==> config.mk <==
export PLATFORM = sky130hd
export DESIGN_NAME = reader_writer_lock_fifo_arbiter_core
export DESIGN_NICKNAME = d
export VERILOG_FILES = /design/src/hw/rtl/rwl_pkg.sv /design/src/hw/rtl/reader_writer_lock_fifo_arbiter_core.sv
export SDC_FILE = /design/constraint.sdc
export NUM_CORES = 1
export LEC_CHECK = 0
export BUFFER_PORTS_ARGS = -buffer_cell sky130_fd_sc_hd__buf_2
export CAP_MARGIN = 30
export CORE_MARGIN = 2
export CORE_UTILIZATION = 40
export CTS_CLUSTER_DIAMETER = 50
export DETAILED_ROUTE_END_ITERATION = 10
export GPL_TIMING_DRIVEN = 1
export MAX_ROUTING_LAYER = met4
export PLACE_DENSITY_LB_ADDON = 0.15
export SYNTH_ARGS = -nofsm -noshare
export SYNTH_HDL_FRONTEND = slang
export SYNTH_SLANG_ARGS = --single-unit
==> constraint.sdc <==
create_clock -name clk -period 4.55 [get_ports clk]
set_input_delay 0.455 -clock clk [delete_from_list [all_inputs] [get_ports clk]]
set_output_delay 0.455 -clock clk [all_outputs]
set_load 0.01 [all_outputs]
==> src/hw/rtl/rwl_pkg.sv <==
`default_nettype none
package rwl_pkg;

    localparam int THREAD_BITS = 8;
    localparam int COUNT_BITS  = 16;

    localparam logic [2:0] ACT_READ_LOCK    = 3'd0;
    localparam logic [2:0] ACT_TRY_READ     = 3'd1;
    localparam logic [2:0] ACT_WRITE_LOCK   = 3'd2;
    localparam logic [2:0] ACT_TRY_WRITE    = 3'd3;
    localparam logic [2:0] ACT_READ_UNLOCK  = 3'd4;
    localparam logic [2:0] ACT_WRITE_UNLOCK = 3'd5;
    localparam logic [2:0] ACT_CANCEL_WAIT  = 3'd6;

    localparam logic [3:0] ST_GRANTED     = 4'd0;
    localparam logic [3:0] ST_QUEUED      = 4'd1;
    localparam logic [3:0] ST_BUSY        = 4'd2;
    localparam logic [3:0] ST_UNLOCK_ERR  = 4'd3;
    localparam logic [3:0] ST_NO_ROOM     = 4'd4;
    localparam logic [3:0] ST_WOKEN       = 4'd5;
    localparam logic [3:0] ST_RELEASED    = 4'd6;
    localparam logic [3:0] ST_CANCELLED   = 4'd7;
    localparam logic [3:0] ST_NOT_WAITING = 4'd8;

    typedef struct packed {
        logic [2:0]             action;
        logic [THREAD_BITS-1:0] requester;
    } req_t;

    typedef struct packed {
        logic [3:0]             status;
        logic [THREAD_BITS-1:0] result_thread;
        logic                   as_writer;
        logic [COUNT_BITS-1:0]  reader_total;
        logic                   last;
    } rsp_t;

endpackage
`default_nettype wire

==> src/hw/rtl/reader_writer_lock_fifo_arbiter_core.sv <==
// A lone result is formed in a pending register and then moved to the output register;
// with wake-ups each result is presented once the next one is formed.
// Lock, try and unlock without wake-up pass through the execute and flush states; a new request is taken only in idle.
// A release or cancel that serves the queue steps through the read and serve states per woken waiter.
// Cancel walks the queue memory: it searches entry by entry, then shifts each later entry down.
// Reset clears the lock registers and the waiter count; queue memory is not cleared.
`default_nettype none
module reader_writer_lock_fifo_arbiter_core #(
    parameter int QUEUE_DEPTH = 16
) (
    input  wire logic          clk,
    input  wire logic          rst_n,
    input  wire logic          req_valid,
    output logic               req_stall,
    input  wire rwl_pkg::req_t req,
    output logic               rsp_valid,
    input  wire logic          rsp_stall,
    output rwl_pkg::rsp_t      rsp
);
    import rwl_pkg::*;

    localparam int IW = (QUEUE_DEPTH > 1) ? $clog2(QUEUE_DEPTH) : 1;
    localparam int CW = $clog2(QUEUE_DEPTH + 1);
    localparam int EW = THREAD_BITS + 1;
    localparam logic [COUNT_BITS-1:0] CMAX = {COUNT_BITS{1'b1}};
    localparam logic [CW-1:0] DEPTH_C = CW'(QUEUE_DEPTH);

    localparam logic [2:0] S_IDLE  = 3'd0;
    localparam logic [2:0] S_EXEC  = 3'd1;
    localparam logic [2:0] S_SRCH  = 3'd2;
    localparam logic [2:0] S_SHIFT = 3'd3;
    localparam logic [2:0] S_SRD   = 3'd4;
    localparam logic [2:0] S_SERV  = 3'd5;
    localparam logic [2:0] S_FLUSH = 3'd6;

    logic [EW-1:0] mem [QUEUE_DEPTH];
    logic [EW-1:0] rd_data_reg;
    logic [IW-1:0] rd_addr;
    logic          mem_we;
    logic [IW-1:0] mem_wa;
    logic [EW-1:0] mem_wd;

    logic [2:0]             state_reg, state_next;
    logic [2:0]             act_reg, act_next;
    logic [THREAD_BITS-1:0] tid_reg, tid_next;
    logic [COUNT_BITS-1:0]  rc_reg, rc_next;
    logic                   wh_reg, wh_next;
    logic [THREAD_BITS-1:0] wt_reg, wt_next;
    logic [COUNT_BITS-1:0]  wd_reg, wd_next;
    logic [IW-1:0]          head_reg, head_next;
    logic [CW-1:0]          cnt_reg, cnt_next;
    logic [CW-1:0]          idx_reg, idx_next;
    logic                   cw_reg, cw_next;
    logic                   pend_valid_reg, pend_valid_next;
    rsp_t                   pend_reg, pend_next;
    logic                   out_valid_reg, out_valid_next;
    rsp_t                   out_reg, out_next;

    logic                   out_free, can_put, do_put;
    rsp_t                   put_val;
    logic                   blocking, rd_ok;
    logic [EW-1:0]          entry;

    function automatic logic [IW-1:0] phys(input logic [IW-1:0] h, input logic [CW-1:0] k);
        logic [CW:0] s;
        s = (CW+1)'(h) + (CW+1)'(k);
        if (s >= (CW+1)'(QUEUE_DEPTH))
            s = s - (CW+1)'(QUEUE_DEPTH);
        if (s >= (CW+1)'(QUEUE_DEPTH))
            s = s - (CW+1)'(QUEUE_DEPTH);
        return s[IW-1:0];
    endfunction

    function automatic logic [IW-1:0] head_inc(input logic [IW-1:0] h);
        if (h == IW'(QUEUE_DEPTH - 1))
            return '0;
        return h + 1'b1;
    endfunction

    assign out_free  = !out_valid_reg || !rsp_stall;
    assign can_put   = !pend_valid_reg || out_free;
    assign req_stall = (state_reg != S_IDLE);
    assign rsp_valid = out_valid_reg;
    assign rsp       = out_reg;
    assign entry     = rd_data_reg;

    always_ff @(posedge clk)
    begin
        if (mem_we)
            mem[mem_wa] <= mem_wd;
        rd_data_reg <= mem[rd_addr];
    end

    always_comb
    begin
        state_next      = state_reg;
        act_next        = act_reg;
        tid_next        = tid_reg;
        rc_next         = rc_reg;
        wh_next         = wh_reg;
        wt_next         = wt_reg;
        wd_next         = wd_reg;
        head_next       = head_reg;
        cnt_next        = cnt_reg;
        idx_next        = idx_reg;
        cw_next         = cw_reg;
        pend_valid_next = pend_valid_reg;
        pend_next       = pend_reg;
        out_valid_next  = out_valid_reg;
        out_next        = out_reg;
        mem_we          = 1'b0;
        mem_wa          = phys(head_reg, cnt_reg);
        mem_wd          = {1'b0, tid_reg};
        rd_addr         = phys(head_reg, '0);
        do_put          = 1'b0;
        put_val         = '0;
        blocking        = 1'b0;
        rd_ok           = 1'b0;

        if (out_valid_reg && !rsp_stall)
            out_valid_next = 1'b0;

        case (state_reg)
            S_IDLE:
            begin
                if (req_valid)
                begin
                    act_next   = req.action;
                    tid_next   = req.requester;
                    state_next = S_EXEC;
                end
            end
            S_EXEC:
            begin
                put_val.result_thread = tid_reg;
                put_val.reader_total  = rc_reg;
                if (can_put)
                begin
                    state_next = S_FLUSH;
                    case (act_reg)
                        ACT_READ_LOCK, ACT_TRY_READ:
                        begin
                            do_put   = 1'b1;
                            blocking = (act_reg == ACT_READ_LOCK);
                            if (cnt_reg == '0 && !(wh_reg && wt_reg != tid_reg))
                            begin
                                if (rc_reg == CMAX)
                                    put_val.status = ST_NO_ROOM;
                                else
                                begin
                                    rc_next              = rc_reg + 1'b1;
                                    put_val.status       = ST_GRANTED;
                                    put_val.reader_total = rc_reg + 1'b1;
                                end
                            end
                            else if (blocking)
                            begin
                                if (cnt_reg >= DEPTH_C)
                                    put_val.status = ST_NO_ROOM;
                                else
                                begin
                                    mem_we         = 1'b1;
                                    cnt_next       = cnt_reg + 1'b1;
                                    put_val.status = ST_QUEUED;
                                end
                            end
                            else
                                put_val.status = ST_BUSY;
                        end
                        ACT_WRITE_LOCK, ACT_TRY_WRITE:
                        begin
                            do_put            = 1'b1;
                            put_val.as_writer = 1'b1;
                            blocking          = (act_reg == ACT_WRITE_LOCK);
                            if (wh_reg && wt_reg == tid_reg)
                            begin
                                if (wd_reg == CMAX)
                                    put_val.status = ST_NO_ROOM;
                                else
                                begin
                                    wd_next        = wd_reg + 1'b1;
                                    put_val.status = ST_GRANTED;
                                end
                            end
                            else if (!wh_reg && rc_reg == '0 && cnt_reg == '0)
                            begin
                                wh_next        = 1'b1;
                                wt_next        = tid_reg;
                                wd_next        = COUNT_BITS'(1);
                                put_val.status = ST_GRANTED;
                            end
                            else if (blocking)
                            begin
                                if (cnt_reg >= DEPTH_C)
                                    put_val.status = ST_NO_ROOM;
                                else
                                begin
                                    mem_we         = 1'b1;
                                    mem_wd         = {1'b1, tid_reg};
                                    cnt_next       = cnt_reg + 1'b1;
                                    put_val.status = ST_QUEUED;
                                end
                            end
                            else
                                put_val.status = ST_BUSY;
                        end
                        ACT_READ_UNLOCK:
                        begin
                            do_put = 1'b1;
                            if (rc_reg == '0)
                                put_val.status = ST_UNLOCK_ERR;
                            else
                            begin
                                rc_next              = rc_reg - 1'b1;
                                put_val.status       = ST_RELEASED;
                                put_val.reader_total = rc_reg - 1'b1;
                                if (rc_reg == COUNT_BITS'(1))
                                    state_next = S_SRD;
                            end
                        end
                        ACT_WRITE_UNLOCK:
                        begin
                            do_put            = 1'b1;
                            put_val.as_writer = 1'b1;
                            if (!wh_reg || wt_reg != tid_reg)
                                put_val.status = ST_UNLOCK_ERR;
                            else
                            begin
                                put_val.status = ST_RELEASED;
                                if (wd_reg > COUNT_BITS'(1))
                                    wd_next = wd_reg - 1'b1;
                                else
                                begin
                                    wd_next    = '0;
                                    wh_next    = 1'b0;
                                    wt_next    = '0;
                                    state_next = S_SRD;
                                end
                            end
                        end
                        ACT_CANCEL_WAIT:
                        begin
                            if (cnt_reg == '0)
                            begin
                                do_put         = 1'b1;
                                put_val.status = ST_NOT_WAITING;
                            end
                            else
                            begin
                                idx_next   = '0;
                                state_next = S_SRCH;
                            end
                        end
                        default:
                        begin
                            state_next = S_FLUSH;
                        end
                    endcase
                end
            end
            S_SRCH:
            begin
                rd_addr               = phys(head_reg, idx_reg + 1'b1);
                put_val.result_thread = tid_reg;
                put_val.reader_total  = rc_reg;
                put_val.status        = ST_NOT_WAITING;
                if (entry[THREAD_BITS-1:0] == tid_reg)
                begin
                    cw_next    = entry[THREAD_BITS];
                    state_next = S_SHIFT;
                end
                else if (idx_reg + 1'b1 >= cnt_reg)
                begin
                    if (can_put)
                    begin
                        do_put     = 1'b1;
                        state_next = S_FLUSH;
                    end
                end
                else
                    idx_next = idx_reg + 1'b1;
            end
            S_SHIFT:
            begin
                rd_addr               = phys(head_reg, idx_reg + 2'd2);
                put_val.result_thread = tid_reg;
                put_val.reader_total  = rc_reg;
                put_val.status        = ST_CANCELLED;
                put_val.as_writer     = cw_reg;
                if (idx_reg + 1'b1 < cnt_reg)
                begin
                    mem_we   = 1'b1;
                    mem_wa   = phys(head_reg, idx_reg);
                    mem_wd   = entry;
                    idx_next = idx_reg + 1'b1;
                end
                else if (can_put)
                begin
                    do_put     = 1'b1;
                    cnt_next   = cnt_reg - 1'b1;
                    state_next = S_SRD;
                end
            end
            S_SRD:
            begin
                state_next = S_SERV;
            end
            S_SERV:
            begin
                put_val.status        = ST_WOKEN;
                put_val.result_thread = entry[THREAD_BITS-1:0];
                put_val.as_writer     = entry[THREAD_BITS];
                put_val.reader_total  = rc_reg;
                rd_ok                 = (cnt_reg != '0) && !wh_reg;
                if (!rd_ok)
                    state_next = S_FLUSH;
                else if (entry[THREAD_BITS])
                begin
                    if (rc_reg != '0)
                        state_next = S_FLUSH;
                    else if (can_put)
                    begin
                        do_put     = 1'b1;
                        head_next  = head_inc(head_reg);
                        cnt_next   = cnt_reg - 1'b1;
                        wh_next    = 1'b1;
                        wt_next    = entry[THREAD_BITS-1:0];
                        wd_next    = COUNT_BITS'(1);
                        state_next = S_FLUSH;
                    end
                end
                else if (rc_reg == CMAX)
                    state_next = S_FLUSH;
                else if (can_put)
                begin
                    do_put               = 1'b1;
                    head_next            = head_inc(head_reg);
                    cnt_next             = cnt_reg - 1'b1;
                    rc_next              = rc_reg + 1'b1;
                    put_val.reader_total = rc_reg + 1'b1;
                    state_next           = S_SRD;
                end
            end
            S_FLUSH:
            begin
                if (!pend_valid_reg)
                    state_next = S_IDLE;
                else if (out_free)
                begin
                    out_next        = pend_reg;
                    out_next.last   = 1'b1;
                    out_valid_next  = 1'b1;
                    pend_valid_next = 1'b0;
                    state_next      = S_IDLE;
                end
            end
            default:
            begin
                state_next = S_IDLE;
            end
        endcase

        if (do_put)
        begin
            if (pend_valid_reg)
            begin
                out_next       = pend_reg;
                out_next.last  = 1'b0;
                out_valid_next = 1'b1;
            end
            pend_next       = put_val;
            pend_valid_next = 1'b1;
        end
    end

    always_ff @(posedge clk or negedge rst_n)
    begin
        if (!rst_n)
        begin
            state_reg      <= S_IDLE;
            rc_reg         <= '0;
            wh_reg         <= 1'b0;
            wt_reg         <= '0;
            wd_reg         <= '0;
            head_reg       <= '0;
            cnt_reg        <= '0;
            pend_valid_reg <= 1'b0;
            out_valid_reg  <= 1'b0;
        end
        else
        begin
            state_reg      <= state_next;
            rc_reg         <= rc_next;
            wh_reg         <= wh_next;
            wt_reg         <= wt_next;
            wd_reg         <= wd_next;
            head_reg       <= head_next;
            cnt_reg        <= cnt_next;
            pend_valid_reg <= pend_valid_next;
            out_valid_reg  <= out_valid_next;
        end
    end

    always_ff @(posedge clk)
    begin
        act_reg  <= act_next;
        tid_reg  <= tid_next;
        idx_reg  <= idx_next;
        cw_reg   <= cw_next;
        pend_reg <= pend_next;
        out_reg  <= out_next;
    end

`ifndef SYNTH
    a_cnt_range: assert property (@(posedge clk) disable iff (!rst_n)
        cnt_reg <= DEPTH_C)
        else $error("waiter count beyond queue depth");
    a_held_depth: assert property (@(posedge clk) disable iff (!rst_n)
        wh_reg |-> (wd_reg != '0))
        else $error("write lock held with zero depth");
    a_free_depth: assert property (@(posedge clk) disable iff (!rst_n)
        !wh_reg |-> (wd_reg == '0))
        else $error("write depth left on a free lock");
    a_idle_drained: assert property (@(posedge clk) disable iff (!rst_n)
        (state_reg == S_IDLE) |-> !pend_valid_reg)
        else $error("result held back after request finished");
`endif

endmodule
`default_nettype wire

### After elaboration in Yosys (flattened, before gate mapping)

Memories as Yosys holds them, arrays and structs flattened. A register that Yosys moved wholly into a read port is not among the register bits.
Cells that the tools add are included.

| storage, ports and cells | value |
|---|---|
| bits in writable memories | 144 |
| word-level logic and storage cells | 335 |
| input bits | 15 |
| output and inout bits | 32 |
| flip-flop bits (word level) | 131 |
| memories | 1 |

| operators by class | value |
|---|---|
| magnitude comparators | 14 |
| muxes and demuxes | 186 |
| add/subtract/negate cells | 23 |
| eq/ne operators | 49 |
| reductions and logical operators | 40 |

Memory list:

| memory | words | bits a word | rd ports | clocked after memory_dff | write ports | RTL line | source |
|---|---|---|---|---|---|---|---|
| mem | 16 | 9 | 1 | 1 | 1 | reader_writer_lock_fifo_arbiter_core.sv:36 | `logic [EW-1:0] mem [QUEUE_DEPTH];` |

Operators with widths:

| kind | number |
|---|---|
| 16-bit 2-to-1 mux | 18 |
| 30-bit 2-to-1 mux | 5 |
| 16-bit case mux with 2 select lines | 4 |
| 5-bit 2-to-1 mux | 19 |
| 4-bit 2-to-1 mux | 21 |
| 8-bit 2-to-1 mux | 9 |
| 9-bit 2-to-1 mux | 7 |
| 3-bit 2-to-1 mux | 20 |
| 6-bit by 5-bit greater-or-equal comparator with 1-bit output (second input constant) | 9 |
| 6-bit 2-to-1 mux | 9 |
| 1-bit 2-to-1 mux | 50 |
| 12-bit case mux with 4 select lines | 1 |
| 16-bit case mux with 3 select lines | 1 |
| 3-bit != test (second input constant) | 12 |
| 16-bit by 1-bit adder with 16-bit output (second input constant) | 2 |
| 16-bit == test (second input constant) | 2 |
| 8-bit case mux with 2 select lines | 2 |
| 16-bit by 1-bit subtractor with 16-bit output (second input constant) | 2 |
| 5-bit case mux with 3 select lines | 2 |
| 2-bit != test (second input constant) | 13 |
| 4-bit by 5-bit adder with 6-bit output | 4 |
| 6-bit by 5-bit subtractor with 6-bit output (second input constant) | 4 |
| 3-bit case mux with 7 select lines | 1 |
| 4-bit case mux with 5 select lines | 1 |
| other kinds (49) | 94 |

### Logic depth before layout (Yosys ltp)

Gate-level depths: netlist (run 1).

| logic depth | value |
|---|---|
| depth in word-level cells | 12 |
| mapped depth | 14 |
| mapped depth without buffers | 12 |

### Worst setup path before layout (run 1)

No wires, ideal clock.

| path | value |
|---|---|
| path kind | register to register |
| start | register idx_reg[0] |
| end | register (tool-made name) |
| data arrival time | 3203 ps |
| clock period less this slack | 3591 ps |
| required time | 4161 ps |
| path buffers | 2 |
| cell stages (with the launch flop) | 13 |
| path slack | 959 ps |
| setup time | 389 ps |
| path through | edfxtp_1 > ha_1 > xnor2_1 > inv_1 > ha_1 > and3_1 > o21ai_0 > nand3_1 > clkbuf_1 > nand4_1 > nand4_1 > clkbuf_1 > and2_1 |

RTL lines:

| what | RTL line | source |
|---|---|---|
| from (decl) | reader_writer_lock_fifo_arbiter_core.sv:52 | `logic [CW-1:0] idx_reg, idx_next;` |
| from (signal assigned) | reader_writer_lock_fifo_arbiter_core.sv:408 | `idx_reg <= idx_next;` |

### Worst setup path after layout (run 1)

| path | value |
|---|---|
| start | register state_reg[1] |
| end | register rd_data_reg[0] (netlist: entry[0]), read port of mem |

| on the way | value |
|---|---|
| word-level cells in the longest chain between the ends | 2 |
| elaborated cells on any way between the ends | 3 |
| classes of those cells | eq/ne (2); mux (1) |

Ends and longest elaborated chain:

| what | RTL line | source |
|---|---|---|
| from (decl) | reader_writer_lock_fifo_arbiter_core.sv:43 | `logic [2:0] state_reg, state_next;` |
| from (signal assigned) | reader_writer_lock_fifo_arbiter_core.sv:392 | `state_reg <= state_next;` |
| 3-bit by 2-bit == test with 1-bit output | reader_writer_lock_fifo_arbiter_core.sv:123 | `case (state_reg)` |
| 4-bit case mux with 2 select lines (*) | reader_writer_lock_fifo_arbiter_core.sv:123 |  |
| to (decl) | reader_writer_lock_fifo_arbiter_core.sv:37 | `logic [EW-1:0] rd_data_reg;` |

Every way passes the cells marked *; elsewhere a longest branch is shown, timed or not.
A chain may end at the register's enable or synchronous reset.

==> results of run 1 <==
==> per-layer routing <==
layer  vias to the layer above  GRT usage (%)  routed length, µm
li1                       5035              -                  -
met1                      5374           32.4              19300
met2                       427           29.6              16800
met3                        61           4.48               3080
met4                         0           5.76                807
met5                         -              -                  0
==> worst max-delay path: cells and delay by family (launching register included) <==
kind                       cells  cell delay (ns)
adders and majority gates      1             0.52
AOI/OAI and AO/OA              2             0.52
and+or+nand+nor                2             0.44
buffers and inverters          2             0.71
muxes                          3             0.87
DFF                            1             0.64
==> cell usage after synthesis, types with 6 or more instances <==
cell type,instances,area [µm²]
a211oi_1,15,113
a21o_1,13,97.6
a21oi_1,79,395
a22o_1,15,131
a22oi_1,11,82.6
a311oi_1,6,52.6
a31oi_1,15,93.8
and2_1,9,56.3
and3_1,38,238
and4_1,8,70.1
buf_2,17,85.1
clkbuf_1,54,203
dfrtp_1,55,1380
dfxtp_1,9,180
edfxtp_1,220,6610
ha_1,26,325
inv_1,22,82.6
mux2_2,10,113
mux2i_1,15,150
mux4_2,36,811
nand2_1,103,387
nand2b_1,6,37.5
nand3_1,55,275
nand4_1,17,106
nor2_1,90,338
nor2b_1,12,75.1
nor3_1,25,125
nor3b_1,7,52.6
nor4_1,22,138
o211ai_1,10,75.1
o21a_1,7,52.6
o21ai_0,66,330
o22ai_1,6,37.5
o31ai_1,11,82.6
or3_1,7,43.8
or4_1,11,82.6
xnor2_1,34,298
xor2_1,19,166
==> stage by stage <==
step | hold slack [ns] | utilization, % | std cells | power [mW] | area (µm²)
after floorplan | 0.159 | - | 1268 | 7.75 | 14900
after global placement | 0.525 | 42.9 | 1750 | 9.27 | 15700
after detailed placement | 0.529 | 43.0 | 1753 | 9.34 | 15700
after CTS | 0.0716 | 46.4 | 1824 | 12.3 | 17000
after global routing | 0.0761 | 46.4 | 1825 | 13.0 | 17000
final | 0.0934 | 46.4 | 1825 | 12.3 | 17000
==> kinds of logic after synthesis <==
family | after synthesis | synth area share [%]
buffers and inverters | 102 | 2.87
XOR/XNOR | 53 | 3.13
adder cells (fa/ha/maj) | 30 | 2.73
flip-flops | 284 | 55.0
AO/OA/AOI/OAI | 303 | 13.6
multiplexers | 64 | 7.52
AND/OR/NAND/NOR | 432 | 15.2
==> report_power, final <==
part	internal (mW)	switching, mW
logic	2.01	2.95
clock network	1.80	1.15
registers	3.70	0.665
==> area by class of cell <==
type                       count  area, µm²  share of cell area [%]
multi-input combinational    882       6290                    37.0
timing repair buffer          96        616                    3.62
clock buffer                  51       1040                    6.12
tap                          468        586                    3.44
inverter                      24       90.1                   0.530
clock inverter                19        215                    1.27
sequential                   284       8160                    48.0
antenna                        1       2.50                  0.0147
==> worst paths after layout <==
check,startpoint,endpoint,cells past startpoint
max in group asynchronous,rst_n,wt_reg[0],3
min in group asynchronous,rst_n,wd_reg[13],2
worst min register to register,wt_reg[6],wt_reg[6],2
worst max register to register,state_reg[1],entry[0],10
worst min-delay path,req[1],tid_reg[1],1
worst max-delay path,state_reg[1],entry[0],10
==> metrics.md, run 1 <==
| Metric | Value |
|---|---|
| Gpl congestion | about 0.9 |
| Fin Setup TNS | 0 ns |
| Setup violations, final | 0 |
| TritonCTS clock tree | built |
| Worst setup EP type | register |
| Most numerous cell on the critical path | buf_4 |
| MaxCap Viol Count | 0 |
| Clk_lat worst skew | ~0.55 ns |
| Global-route wire length before repair | between 60 and 70 mm |
| Core area | 36,600 µm² |
| Critical path data required time | 4.96 ns |
| Post-DP HPWL | about 28 mm |
| Post-Route WL | about 40 mm |
| Via density | around 6 |
| P&R area growth vs syn | 14.5% |
| Pin count of the biggest net entering global routing | 37 |
| Total GRT Usage | a little over a fifth |
| Fin crit period | about 3.8 ns |
| WL/cell | roughly 22 µm |
| Cell area after synthesis | about 15,000 µm² |
| Fin nets | 1,371 |
| Fraction of layout cells with a size suffix above 1 | between 15 and 20% |
| Worst path cell trace | nor2b_1, buf_4, nand2_1, o21ai_0, fa_1, mux2i_4, buf_4, mux4_2, mux2i_1, a21oi_1 |
| Netlist cell types | 83 |
| Max clock buf depth | 3 |
| Slowest CP cell | dfrtp_1 |
| Leakage | roughly 6.2 nW |
| Mapped Avg Cell Area | between 10 and 15 µm² |
| Worst-Margin Slew | 0.869 ns |
| Clk sinks | approximately 280 |
| Relative slew margins | ~42% |
| Crit share post-route | between 80 and 90% |
| Final WS setup | roughly 0.7 ns |
| Row cnt | 70 |
| Die H | between 150 and 200 µm |
| First DRT Iteration DRCs | between 1,000 and 1,500 |
| VDD IR max | between 400 and 500 µV |
| Max incr delay on CP | roughly 0.64 ns |
| Register bit total from synthesis | ~280 |
| CP arrival | approximately 4.2 ns |
| Synth Instances | around 1,300 |
| Final Hold Vio Count | 0 |
| Fillers | between 3,000 and 4,000 |
| Overflow after GRT | 0 |
| PostCTS Resize Cnt | 0 |
| Initial antenna violation count | 1 |
| Place WS | between 0.7 and 0.8 ns |
| # port buffers | 46 |
| Ys async rst share | roughly a fifth |
| Fin Clk Skew | ~0.023 ns |
| Clk slew on worst S/H paths | around 0.050 ns |
| Clk root buf | clkbuf_16 |
| Outcome | complete, no violations |
| TritonRoute pass-1 iters | 5 |
| DRT antenna net count | 0 |
| I/O pin total | 47 |
| Post-CTS Hold Buffers | 1 |
| Synth Net Count | between 1,000 and 1,500 |
| Worst-path fanout max | 36 |
| Top FF cell, synth | edfxtp_1 |
| Unrepaired setup endpoints after global routing | no |
| Number of flops mapped to enable cells by yosys | 220 |
| Worst min-delay path class | input port to register |
| Die W | 197 µm |
| Total CTS buffers | 38 |
| Reg2Reg Setup Slack | roughly 0.71 ns |
| Yosys warnings | 0 |
| DRC Markers | 0 |
| Pwr per Cell Area | a little over 700 nW/µm² |
| Initial core utilization | about two fifths |
| Slew Viols, Final | 0 |
| Vias | approximately 11,000 |
| CP startpoint kind | register |
| Fmax | about 0.26 GHz |
| Seq/Total Area, Yosys | 55.0% |
| WS Path Type | register to register |
| H-tree levels | 2 |
| Commonest non-fill, non-tap cells in the layout | edfxtp_1, nand2_1, nor2_1 |
| DIE AREA | around 39,000 µm² |
| Vias in the first global route | slightly above 10,000 |
| Most common library cell in the layout ignoring fill and taps | edfxtp_1 |
| Setup Buffers After CTS | 0 |
Note: power is estimated with default switching activity, not from simulation.
==> inputs of run 2 (changes only) <==
Clock period 4.55 ns to 3.2 ns, I/O delays scaled along.
==> run 2 against run 1 <==
  * Combinational power rose by 64%
  * Sequential share of layout area down 2.1 points
  * Non-clock buffer count rose by 87
  * Sequential power increased by 35%
==> metrics.md, run 2 (synthesized netlist as in run 1, its figures left out) <==
| Metric | Value |
|---|---|
| Outcome | complete, no violations |
| P&R area growth vs syn | 19.8% |
| Commonest non-fill, non-tap cells in the layout | edfxtp_1, buf_4, nand2_1 |
| Vias | 11,173 (+2.5%) |
| Total CTS buffers | 36 (-5.3%) |
| Pwr per Cell Area | 1010 nW/µm² (+40%) |
| DRT antenna net count | 0 (unchanged) |
| Setup violations, final | 0 (unchanged) |
| Relative slew margins | 41.6% (-0.48 points) |
| Worst-path fanout max | 9 (-75%) |
| Crit share post-route | 95.3% (+11 points) |
| Setup Buffers After CTS | 0 (unchanged) |
| Layout Cells excl Fill | 1,907 (+4.5%) |
| Worst setup EP type | register |
| Worst-Margin Slew | 0.876 ns (+0.00715 ns) |
| WL/cell | 22.0 µm (+0.53%) |
| Vias in the first global route | 10,771 (+5.1%) |
| MaxCap Viol Count | 0 (unchanged) |
| DP Cell Count | 1,828 (+4.3%) |
| Overflow after GRT | 0 (unchanged) |
| Max clock buf depth | 3 (unchanged) |
| CP arrival | 3.31 ns (-0.93 ns) |
| Clk_lat worst skew | 0.56 ns (about the same) |
| TritonRoute pass-1 iters | 6 (+1) |
| Unrepaired setup endpoints after global routing | no |
| Final Hold Vio Count | 0 (unchanged) |
| Slew Viols, Final | 0 (unchanged) |
| Row cnt | 70 (unchanged) |
| # port buffers | 46 (unchanged) |
| Leakage | 6.62 nW (+6.7%) |
| VDD IR max | 484 µV (+6.3%) |
| Initial antenna violation count | 0 (-1) |
| TritonCTS clock tree | built |
| Post-Route WL | 42.0 mm (+5.1%) |
| Total GRT Usage | 22.8% (+1.1 points) |
| DRC Markers | 0 (unchanged) |
| Initial core utilization | 40.6% (unchanged) |
| Cell Area, Placed | 16,400 µm² (+4.1%) |
| Via density | 5.86 (-1.9%) |
| H-tree levels | 2 (unchanged) |
| Design Area, Final | 17,800 µm² (+4.6%) |
| Fin nets | 1,456 (+6.2%) |
| DIE AREA | 38,700 µm² (unchanged) |
| CP startpoint kind | register |
| Fraction of layout cells with a size suffix above 1 | 22.4% (+5.7 points) |
| Die W | 197 µm (unchanged) |
| Core area | 36,600 µm² (unchanged) |
| Total Power | 18.0 mW (+47%) |
| Clk sinks | 284 (unchanged) |
| Fin Hold WS | 0.201 ns (+0.107 ns) |
| Fin Clk Skew | 0.0268 ns (+0.00391 ns) |
| Global-route wire length before repair | 65.1 mm (+4.5%) |
| Post-DP HPWL | 29.5 mm (+6.6%) |
| Worst min-delay path class | input port to register |
| Final WS setup | 0.150 ns (-0.564 ns) |
| Gpl congestion | 0.915 (+3.3%) |
| Die H | 197 µm (unchanged) |
| Place WS | -0.0309 ns (-0.753 ns) |
| I/O pin total | 47 (unchanged) |
| Antenna cells | 0 (-1) |
| WS Path Type | register to register |
| Fmax | 0.328 GHz (+26%) |
| Fin crit period | 3.05 ns (-0.786 ns) |
| Clk root buf | clkbuf_16 |
| First DRT Iteration DRCs | 1,146 (+4.2%) |
| Pin count of the biggest net entering global routing | 56 (+51%) |
| Clk slew on worst S/H paths | 0.06 ns (about the same) |
| Critical path data required time | 3.46 ns (-1.50 ns) |
| Most common library cell in the layout ignoring fill and taps | edfxtp_1 |
[run 2: layer usage]
layer  vias to the layer above  share of wire (%)  track usage (%)
met4                         0                2.8             7.60
li1                       5193                  -                -
met1                      5417                 45             31.6
met2                       477                 46             34.3
met3                        86                6.6             3.61
met5                         -                  0                -
[run 2: final timing paths]
| check | start | end | slack (ns) | depth (start not counted) |
|---|---|---|---|---|
| max | idx_reg[1] | mem[15][7] | 0.15 | 13 |
| min | rsp_stall | rsp_valid | 0.20 | 3 |
| max reg2reg | idx_reg[1] | mem[15][7] | 0.15 | 13 |
| min reg2reg | wt_reg[7] | wt_reg[7] | 0.54 | 2 |
| max in group asynchronous | rst_n | wd_reg[6] | 2.11 | 3 |
| min in group asynchronous | rst_n | cnt_reg[2] | 0.48 | 3 |
[run 2: worst max-delay path: stages, from the launching register on]
cell and delay (ns):
edfxtp_1 0.42, ha_1 0.23, nand2_1 0.08, xnor2_1 0.14, ha_1 0.28, a21o_1 0.17, a21oi_2 0.22, nand3_4 0.14
mux2i_4 0.24, xnor2_2 0.25, buf_4 0.15, nand2_2 0.11, nor2_2 0.13, buf_4 0.19
[run 2: where the power goes]
part           switching (mW)  internal [mW]
sequential              0.630           5.26
combinational            4.75           3.37
clock                    1.65           2.37
total                    7.03           11.0
[run 2: cell type report]
type / count / area, µm²
fill: 3314 / 18800
sequential: 284 / 8160
multi-input combinational: 882 / 6410
timing repair buffer: 183 / 1360
clock buffer: 45 / 935
tap: 468 / 586
clock inverter: 21 / 243
inverter: 24 / 90.1
[run 2: through the flow]
| stage | setup TNS [ns] | utilization [%] |
|---|---|---|
| floorplan | -11.08 | - |
| global placement | 0 | 44.7 |
| detailed placement | -0.926 | 44.7 |
| CTS | 0 | 48.3 |
| global route | 0 | 48.6 |
| finish | 0 | 48.6 |
[run 2: repair_timing]
| action | CTS | global route |
|---|---|---|
| endpoints found under the setup margin | 72 | 198 |
| hold endpoints to repair | 25 | 0 |
| hold buffers | 12 | 0 |
| resized for setup | 2 | 25 |
| pin swaps | 0 | 4 |
| gates cloned | 0 | 1 |
==> inputs of run 3 (changes only) <==
Settings changed: ABC_AREA set to 1.
==> run 3 against run 2 <==
  * Non-clock buffer count down 45
  * Hold slack worse by 0.061 ns
  * Combinational power up 26%
  * Worst setup slack better by 0.063 ns
  * Cell count up 30%
  * Global-route usage about the same
  * Routed wire length up 7.2%
  * First-iteration DRC count down 22%
  * Via count up 16%
  * Critical path type unchanged
  * Highest routed layer unchanged
==> metrics.md, run 3 <==
| Metric | Value |
|---|---|
| Antenna cells | 0 (unchanged) |
| Number of flops mapped to enable cells by yosys | 220 (unchanged) |
| Most common library cell in the layout ignoring fill and taps | nand2_1 |
| Crit path from | idx_reg[1] |
| Max clock buf depth | 3 (unchanged) |
| Core area | 38,700 µm² (+5.8%) |
| Synth Net Count | 1,868 (+42%) |
| Final Hold Vio Count | 0 (unchanged) |
| TritonCTS clock tree | built |
| Worst min-delay path class | input port to register |
| VDD IR max | 546 µV (+13%) |
| Gpl congestion | 0.934 (+2.1%) |
| Initial core utilization | 40.6% (about the same) |
| Worst path cell trace | ha_1, nand2_1, xor2_2, inv_1, ha_1, nand2_1, nor2_2, nand2_1, nand2_1, inv_1, nand2_4, buf_6, nand4_1, nand3_4, nand2_2, buf_12, nand2_4 |
| Netlist cell types | 46 (-45%) |
| Most frequent cell after synthesis | nand2_1 |
| Total CTS buffers | 40 (+11%) |
| Fin crit period | 2.99 ns (-0.0635 ns) |
| WS Path Type | register to register |
| Yosys top cell by area | edfxtp_1 |
| Synth Area in Compound Gates | 12.9% (-0.72 points) |
| Die H | 202 µm (+2.8%) |
| TritonRoute pass-1 iters | 5 (-1) |
| Setup violations, final | 0 (unchanged) |
| DIE AREA | 40,900 µm² (+5.7%) |
| Worst setup EP type | register |
| # port buffers | 46 (unchanged) |
| Vias in the first global route | 12,554 (+17%) |
| Register bit total from synthesis | 284 (unchanged) |
| Fin Clk Skew | 0.0318 ns (+0.00506 ns) |
| Commonest non-fill, non-tap cells in the layout | nand2_1, nor2_1, edfxtp_1 |
| Top delay family on crit path | simple AND/OR/NAND/NOR gates |
| Mapped Avg Cell Area | 8.62 µm² (-26%) |
| Pin count of the biggest net entering global routing | 73 (+30%) |
| Synth Area in Simple Gates | 22.5% (+7.3 points) |
| Seq/Total Area, Yosys | 52.0% (-3.0 points) |
| H-tree levels | 2 (unchanged) |
| Most numerous cell on the critical path | nand2_1 |
| Cell area after synthesis | 15,700 µm² (+5.8%) |
| Via density | 5.22 (-11%) |
| P&R area growth vs syn | 18.7% |
| Row cnt | 72 (+2.9%) |
| Reg2reg start | idx_reg[1] |
| First DRT Iteration DRCs | 899 (-22%) |
| Yosys top cell area share | 42.1% (-2.4 points) |
| Global-route wire length before repair | 70.9 mm (+8.9%) |
| Min-delay src | rsp_stall |
| Top FF cell, synth | edfxtp_1 |
| Largest family of logic cells by synthesized area | simple AND/OR/NAND/NOR gates |
| Post-DP HPWL | 31.3 mm (+6.0%) |
| Fin Setup TNS | 0 ns (unchanged) |
| Worst-Margin Slew | 1.12 ns (+0.249 ns) |
| Crit share post-route | 93.3% (-2.0 points) |
| Initial antenna violation count | 0 (unchanged) |
| WL/cell | 18.1 µm (-18%) |
| Fraction of layout cells with a size suffix above 1 | 13.5% (-8.9 points) |
| Outcome | complete, no violations |
| Design Area, Final | 18,700 µm² (+4.9%) |
| Synth Instances | 1,823 (+44%) |
| Leakage | 7.86 nW (+19%) |
| MaxCap Viol Count | 0 (unchanged) |
| Pwr per Cell Area | 1130 nW/µm² (+12%) |
| Clk_lat worst skew | 0.58 ns (+0.02 ns) |
| Yosys warnings | 0 (unchanged) |
| Clk root buf | clkbuf_16 |
| Synth Area in XOR/XNOR | 3.23% (+0.11 points) |
| Worst-path fanout max | 17 (+8) |
| Slew Viols, Final | 0 (unchanged) |
| Clk slew on worst S/H paths | 0.05 ns (about the same) |
| Cell Area, Placed | 16,900 µm² (+3.4%) |
| Critical path data required time | 3.45 ns (about the same) |
| Post-Route WL | 45.0 mm (+7.2%) |
| Relative slew margins | 24.8% (-17 points) |
| CP startpoint kind | register |
| Slowest CP cell | edfxtp_1 |
| CP arrival | 3.24 ns (-0.07 ns) |
| Total GRT Usage | 22.8% (+0.034 points) |
| DRT antenna net count | 0 (unchanged) |
| I/O pin total | 47 (unchanged) |
| Fin nets | 1,982 (+36%) |
| Die W | 202 µm (+2.8%) |
| Bufs and invs on worst path | 4 (+2) |
| Multiplexer share of the synthesized area | 0% (-7.5 points) |
| Synth Area in Adders | 2.58% (-0.15 points) |
| Ys async rst share | 19.4% (unchanged) |
| Synth cell count leaders | nand2_1, nor2_1, edfxtp_1 |
| Overflow after GRT | 0 (unchanged) |
| DRC Markers | 0 (unchanged) |
| Vias | 12,981 (+16%) |
| Max incr delay on CP | 0.45 ns (+0.03 ns) |
| Fmax | 0.335 GHz (+2.1%) |
| Clk sinks | 284 (unchanged) |
| Area contributors post-synth | edfxtp_1, nand2_1, dfrtp_1 |
[run 3: cell types whose count changed after synthesis, sizes merged, moves of 38 or more]
cell | before | now
nor2 | 90 | 238
and3 | 38 | 0
nand3 | 55 | 112
inv | 22 | 192
nand2 | 103 | 403
o21ai | 67 | 179
[run 3: cells by family (layout without fill, tap and decap cells)]
group | Yosys count | after routing
AOI/OAI and AO/OA | 354 | 354
DFF | 284 | 284
xor gates and xnor gates | 58 | 58
buffers and inverters | 265 | 408
adders and majority gates | 30 | 30
and+or+nand+nor | 832 | 835
[run 3: worst register-to-register path, stage by stage (launching register included)]
cell and delay (ns):
edfxtp_1 0.45, ha_1 0.25, nand2_1 0.11, xor2_2 0.16
inv_1 0.06, ha_1 0.27, nand2_1 0.07, nor2_2 0.13
nand2_1 0.06, nand2_1 0.08, inv_1 0.08, nand2_4 0.13
buf_6 0.15, nand4_1 0.17, nand3_4 0.12, nand2_2 0.09
buf_12 0.18, nand2_4 0.12
[run 3: final timing paths]
kind	to	slack (ns)	cells after the start
max reg2reg	register	0.21	17
min reg2reg	cw_reg	0.46	0
min	rsp_valid	0.14	3
min in group asynchronous	rc_reg[9]	0.34	2
max in group asynchronous	cnt_reg[0]	1.93	3
max	register	0.21	17
[run 3: what timing repair did]
item / in CTS / in global routing
hold endpoints to repair: 36 / 0
setup endpoints to repair: 61 / 269
setup buffers: 0 / 2
pin swaps: 0 / 1
hold buffers: 12 / 0
resized for setup: 2 / 23
gates cloned: 0 / 4
[run 3: stage by stage]
stage | util [%] | setup slack, ns | power, mW | std cells | hold slack (ns)
global route | 48.1 | -0.0234 | 22.8 | 2487 | 0.179
detailed placement | 43.7 | 0.00462 | 16.1 | 2395 | 0.409
global placement | 43.7 | -0.00123 | 16.1 | 2395 | 0.410
floorplan | - | 0.0344 | 12.7 | 1823 | 0.0244
CTS | 47.8 | 0.0843 | 21.0 | 2481 | 0.106
finish | 48.1 | 0.213 | 21.1 | 2487 | 0.140
[run 3: where the power goes]
group | switching, mW | leakage [nW] | total (mW) | internal (mW)
Combinational | 6.71 | 4.38 | 10.2 | 3.52
Clock | 1.85 | 0.710 | 4.80 | 2.95
Sequential | 0.757 | 2.77 | 6.10 | 5.35
[run 3: area by class of cell]
cell class                 count  area [µm²]
timing repair buffer         138        1030
multi-input combinational   1277        6620
fill                        3766       20100
clock buffer                  42        1010
clock inverter                32         447
sequential                   284        8160
tap                          518         648
inverter                     196         736
[run 3: metal layers]
layer  up-vias  part of all wire, %  track usage [%]
met5         -                    0                -
met4         0                  2.9             7.72
met3        84                  5.9             3.58
met2       424                   45             35.1
met1      6089                   46             30.8
li1       6384                    -                -
